[config.mk]
export PLATFORM = sky130hd
export DESIGN_NAME = tets_ram
export DESIGN_NICKNAME = d
export VERILOG_FILES = /design/src/hw/rtl/tets_ram.sv
export SDC_FILE = /design/constraint.sdc
export NUM_CORES = 1
export LEC_CHECK = 0
export BUFFER_PORTS_ARGS = -buffer_cell sky130_fd_sc_hd__buf_2
export CAP_MARGIN = 10
export CORE_MARGIN = 4
export CORE_UTILIZATION = 55
export CTS_CLUSTER_SIZE = 24
export DETAILED_ROUTE_END_ITERATION = 8
export PLACE_DENSITY = 0.74
export SLEW_MARGIN = 5
export SYNTH_ARGS = -nofsm -noshare
export SYNTH_HDL_FRONTEND = slang
export SYNTH_SLANG_ARGS = --single-unit
[constraint.sdc]
create_clock -name clock -period 1.8 [get_ports clock]
set_clock_uncertainty 0.15 [all_clocks]
set_input_delay 0 -clock clock [delete_from_list [all_inputs] [get_ports clock]]
set_output_delay 0 -clock clock [all_outputs]
set_load 0.03 [all_outputs]
[src/hw/rtl/tets_ram.sv]
// ----------------------------------------------------------------------------
// tets_ram
// Generic single-port-write, single-port-read RAM with registered read.
// ----------------------------------------------------------------------------
module tets_ram #(
   parameter int WIDTH = 8,
   parameter int DEPTH = 32
) (
   input  logic                     clock,
   input  logic                     wr_en,
   input  logic [$clog2(DEPTH)-1:0] wr_addr,
   input  logic [WIDTH-1:0]         wr_data,
   input  logic [$clog2(DEPTH)-1:0] rd_addr,
   output logic [WIDTH-1:0]         rd_data
);
   logic [WIDTH-1:0] mem [DEPTH];

   always_ff @(posedge clock) begin
      if (wr_en) begin
         mem[wr_addr] <= wr_data;
      end
      rd_data <= mem[rd_addr];
   end
endmodule

==> report_table.html <==
<table>
<tr><th>Metric</th><th>Value</th></tr>
<tr><th colspan="2">Outcome</th></tr>
<tr><td>Outcome</td><td>complete, but fails checks</td></tr>
<tr><td>Violated checks</td><td>negative setup slack</td></tr>
<tr><th colspan="2">STA</th></tr>
<tr><td>Final WS setup</td><td>-195 ps</td></tr>
<tr><td>Final hold slack</td><td>30.0 ps</td></tr>
<tr><td>Transition time at the pin with the least slew margin</td><td>665 ps</td></tr>
<tr><td>Count of endpoints failing setup in the final report</td><td>8</td></tr>
<tr><td>FMAX</td><td>501 MHz</td></tr>
<tr><td>RSZ-0062 raised after global routing</td><td>yes</td></tr>
<tr><td>Max transition margin</td><td>55.7%</td></tr>
<tr><td>Final period demand of the worst path</td><td>2000 ps</td></tr>
<tr><td>Total Neg Setup Slack</td><td>-1290 ps</td></tr>
<tr><td>Final period utilization</td><td>111%</td></tr>
<tr><td>Count of final hold-check violations</td><td>0</td></tr>
<tr><td>Max-slew violation count</td><td>0</td></tr>
<tr><th colspan="2">Clock tree</th></tr>
<tr><td>CTS root buffer</td><td>sky130_fd_sc_hd__clkbuf_16</td></tr>
<tr><td>Inserted Clock Buffers</td><td>25</td></tr>
<tr><td>Number of buffers on the longest clock path</td><td>3</td></tr>
<tr><td>TritonCTS sink count</td><td>264</td></tr>
<tr><td>Clock slew at reported path FFs</td><td>60 ps</td></tr>
<tr><td>CTS tree</td><td>yes</td></tr>
<tr><td>CTS H-tree depth</td><td>1</td></tr>
<tr><td>Insertion delay to the later sink of the worst-skew pair</td><td>530 ps</td></tr>
<tr><th colspan="2">Detailed routing</th></tr>
<tr><td>Routed via count divided by cell count</td><td>6.18</td></tr>
<tr><td>Number of detailed-routing iterations run before antenna repair</td><td>5</td></tr>
<tr><td>Iteration-0 DRC Markers</td><td>509</td></tr>
<tr><td>Final routed wire length divided by cell count</td><td>26.9 um</td></tr>
<tr><td>DRC violations left</td><td>0</td></tr>
<tr><td>Overall routed net length</td><td>20,200 um</td></tr>
<tr><td>DRT antenna net count</td><td>0</td></tr>
<tr><td>Via Count</td><td>4,655</td></tr>
<tr><th colspan="2">Finish</th></tr>
<tr><td>Most frequent cells in the layout</td><td>sky130_fd_sc_hd__edfxtp_1 (256), sky130_fd_sc_hd__mux4_2 (80), sky130_fd_sc_hd__nor2_1 (33), sky130_fd_sc_hd__buf_4 (33), sky130_fd_sc_hd__buf_2 (26)</td></tr>
<tr><td>Final cell count without fillers</td><td>753</td></tr>
<tr><td>Fraction of final layout cells sized beyond drive strength 1</td><td>36.6%</td></tr>
<tr><td>N_diodes</td><td>0</td></tr>
<tr><td>Total number of nets in the final design</td><td>525</td></tr>
<tr><td>Signed area change from the synthesized netlist to the final layout</td><td>16.0%</td></tr>
<tr><td>Most common cell after layout, fill and taps aside</td><td>sky130_fd_sc_hd__edfxtp_1</td></tr>
<tr><th colspan="2">Critical path</th></tr>
<tr><td>FF-to-FF Start</td><td>mem[5][5]$_DFFE_PP_</td></tr>
<tr><td>Depth of the most critical reg-to-reg path</td><td>3</td></tr>
<tr><td>Crit Path Max Fanout</td><td>1</td></tr>
<tr><td>Setup slack of the most critical reg-to-reg path</td><td>-200 ps</td></tr>
<tr><td>Cell Chain, Critical Path</td><td>mux4_2 &gt; mux4_2 &gt; mux2_2</td></tr>
<tr><td>Endpoint kind of the worst setup timing path</td><td>register</td></tr>
<tr><td>Data arrival, critical path</td><td>2230 ps</td></tr>
<tr><td>Worst r2r dst</td><td>rd_data[5]$_DFF_P_</td></tr>
<tr><td>Crit Path Class</td><td>register to register</td></tr>
<tr><td>CP max-delay cell</td><td>sky130_fd_sc_hd__mux4_2</td></tr>
<tr><td>Delay of the slowest cell on the worst path</td><td>530 ps</td></tr>
<tr><td>Worst endpoint required time</td><td>2040 ps</td></tr>
<tr><td>Most prevalent standard cell on the critical path</td><td>sky130_fd_sc_hd__mux4_2</td></tr>
<tr><td>Critical path launch point type</td><td>register</td></tr>
<tr><th colspan="2">Yosys</th></tr>
<tr><td>Synth cell types</td><td>15</td></tr>
<tr><td>Top cell type's share of synthesized area</td><td>76.5%</td></tr>
<tr><td>Area leader, netlist</td><td>sky130_fd_sc_hd__edfxtp_1</td></tr>
<tr><td>Flop and latch count out of synthesis</td><td>264</td></tr>
<tr><td>Count of synthesis-stage warnings from yosys</td><td>0</td></tr>
<tr><td>Net count after synthesis</td><td>437</td></tr>
<tr><td>Main area contributors after synthesis</td><td>sky130_fd_sc_hd__edfxtp_1 (76%), sky130_fd_sc_hd__mux4_2 (18%), sky130_fd_sc_hd__dfxtp_1 (1.6%), sky130_fd_sc_hd__nor2_1 (1.2%), sky130_fd_sc_hd__mux2_2 (0.90%)</td></tr>
<tr><td>Synthesized area per cell</td><td>24.1 um^2</td></tr>
<tr><td>Synthesized instance count</td><td>417</td></tr>
<tr><td>Cell area after synthesis</td><td>10,100 um^2</td></tr>
<tr><td>Share of synthesized area occupied by flip-flops and latches</td><td>78.1%</td></tr>
<tr><th colspan="2">Floorplan</th></tr>
<tr><td>Number of rows created at floorplan</td><td>49</td></tr>
<tr><td>Y dimension of the die</td><td>143 um</td></tr>
<tr><td>Number of top-level pins</td><td>28</td></tr>
<tr><td>Die width</td><td>143 um</td></tr>
<tr><td>Die outline area</td><td>20,500 um^2</td></tr>
<tr><td>Floorplan core area</td><td>18,000 um^2</td></tr>
<tr><td>Initial core utilization</td><td>56.0%</td></tr>
<tr><th colspan="2">Min path</th></tr>
<tr><td>Hold/Removal Path Class</td><td>primary input to register</td></tr>
<tr><td>Startpoint of the lowest-slack hold path</td><td>rd_addr[1]</td></tr>
<tr><td>Worst Hold End</td><td>rd_data[1]$_DFF_P_</td></tr>
<tr><td>Worst Hold Depth</td><td>4</td></tr>
<tr><th colspan="2">Place</th></tr>
<tr><td>Total instance count after detailed placement</td><td>692</td></tr>
<tr><td>Final Wtd Congestion</td><td>0.785</td></tr>
<tr><td>Port buffer count</td><td>27</td></tr>
<tr><td>Half-perimeter wire length of the detailed placement result</td><td>12,800 um</td></tr>
<tr><td>Setup slack after placement</td><td>-261 ps</td></tr>
<tr><th colspan="2">Power and ir drop</th></tr>
<tr><td>Power Dens Cells</td><td>1060 nW/um^2</td></tr>
<tr><td>IR Drop Worst-Case VDD</td><td>0.000759 V</td></tr>
<tr><td>Overall power consumption</td><td>0.0124 W</td></tr>
<tr><td>Leak</td><td>3.75 nW</td></tr>
<tr><th colspan="2">GRT</th></tr>
<tr><td>Total global routing overflow</td><td>0</td></tr>
<tr><td>Via count of the first global-routing pass</td><td>4,732</td></tr>
<tr><td>Maximum number of pins on one net before global-route repair</td><td>33</td></tr>
<tr><td>Overall global routing resource usage</td><td>20.8%</td></tr>
<tr><td>First-pass GRT wire length</td><td>30,600 um</td></tr>
<tr><td>Antenna violations before repair</td><td>0</td></tr>
<tr><th colspan="2">Flow run</th></tr>
<tr><td>Maxcap violations</td><td>0</td></tr>
</table>
cells by family (layout without fill, tap and decap cells):
kind of cell | count (synthesis) | in the layout | synth area share (%)
muxes | 88 | 88 | 18.8
buffers and inverters | 20 | 127 | 1.06
DFF | 264 | 264 | 78.1
and+or+nand+nor | 45 | 45 | 2.07
state kept, by name, indices dropped and copies added (netlist names):
register / flops
rd_data: 8
mem: 256
worst max-delay path, delay by kind of cell, from the launching register on:
family        cells  cell delay, ps
flip-flops        1             350
multiplexers      3            1350
where the power goes:
| group | leakage, nW | switching [W] | internal, W | total, W |
|---|---|---|---|---|
| combinational | 1.01 | 0.000413 | 0.000328 | 0.000741 |
| sequential | 2.37 | 0.0000357 | 0.00683 | 0.00687 |
| clock | 0.368 | 0.00213 | 0.00268 | 0.00481 |
| total | 3.75 | 0.00258 | 0.00984 | 0.0124 |
metrics by stage:
| stage | cell area [um^2] | util (%) |
|---|---|---|
| finish | 11700 | 64.9 |
| global route | 11700 | 64.9 |
| CTS | 11700 | 64.9 |
| detailed placement | 10800 | 59.9 |
| global placement | 10800 | 59.9 |
| floorplan | 10100 | - |
how the worst max path moves through the flow:
stage	endpoint	depth (start not counted)	slack, ps	start
after global routing	rd_data[4]$_DFF_P_	3	-240	mem[23][4]$_DFFE_PP_
after detailed placement	rd_data[6]$_DFF_P_	5	-260	rd_addr[0]
final	rd_data[5]$_DFF_P_	3	-200	mem[5][5]$_DFFE_PP_
after CTS	rd_data[3]$_DFF_P_	3	-210	mem[22][3]$_DFFE_PP_
after global placement	rd_data[4]$_DFF_P_	5	-260	rd_addr[0]
after floorplan	rd_data[0]$_DFF_P_	5	0.2	rd_addr[2]
Yosys cell counts, drive strengths merged:
| cell type | instances |
|---|---|
| mux2 | 8 |
| mux4 | 80 |
| buf | 14 |
| nand3b | 5 |
| nor2 | 33 |
| nand3 | 2 |
| or3b | 3 |
| dfxtp | 8 |
| edfxtp | 256 |
| clkbuf | 6 |
| or3 | 1 |
| nand2 | 1 |
layout make-up:
| cell class | count | area, um^2 |
|---|---|---|
| clock buffers | 26 | 629 |
| fillers | 1138 | 6300 |
| repair buffers | 81 | 668 |
| multi-input cells | 133 | 2110 |
| clock inverters | 20 | 125 |
| flip-flops and latches | 264 | 7850 |
| well taps | 229 | 287 |
what timing repair did:
| item | in CTS | in global routing |
|---|---|---|
| endpoints found under the setup margin | 8 | 8 |
| resized for setup | 1 | 1 |
| hold endpoints to repair | 267 | 0 |
| gates cloned | 0 | 0 |
| buffers inserted | 0 | 0 |
| hold buffers | 15 | 0 |
metal layers:
metal  part of all wire, %  vias up  track usage (%)
met4                   1.1        0             3.65
met2                    48      229             32.0
met5                     0        -                0
met1                    41     2446             31.4
li1                      -     1958                -
met3                   9.8       22             5.32
(Power assumes the default switching activity.)
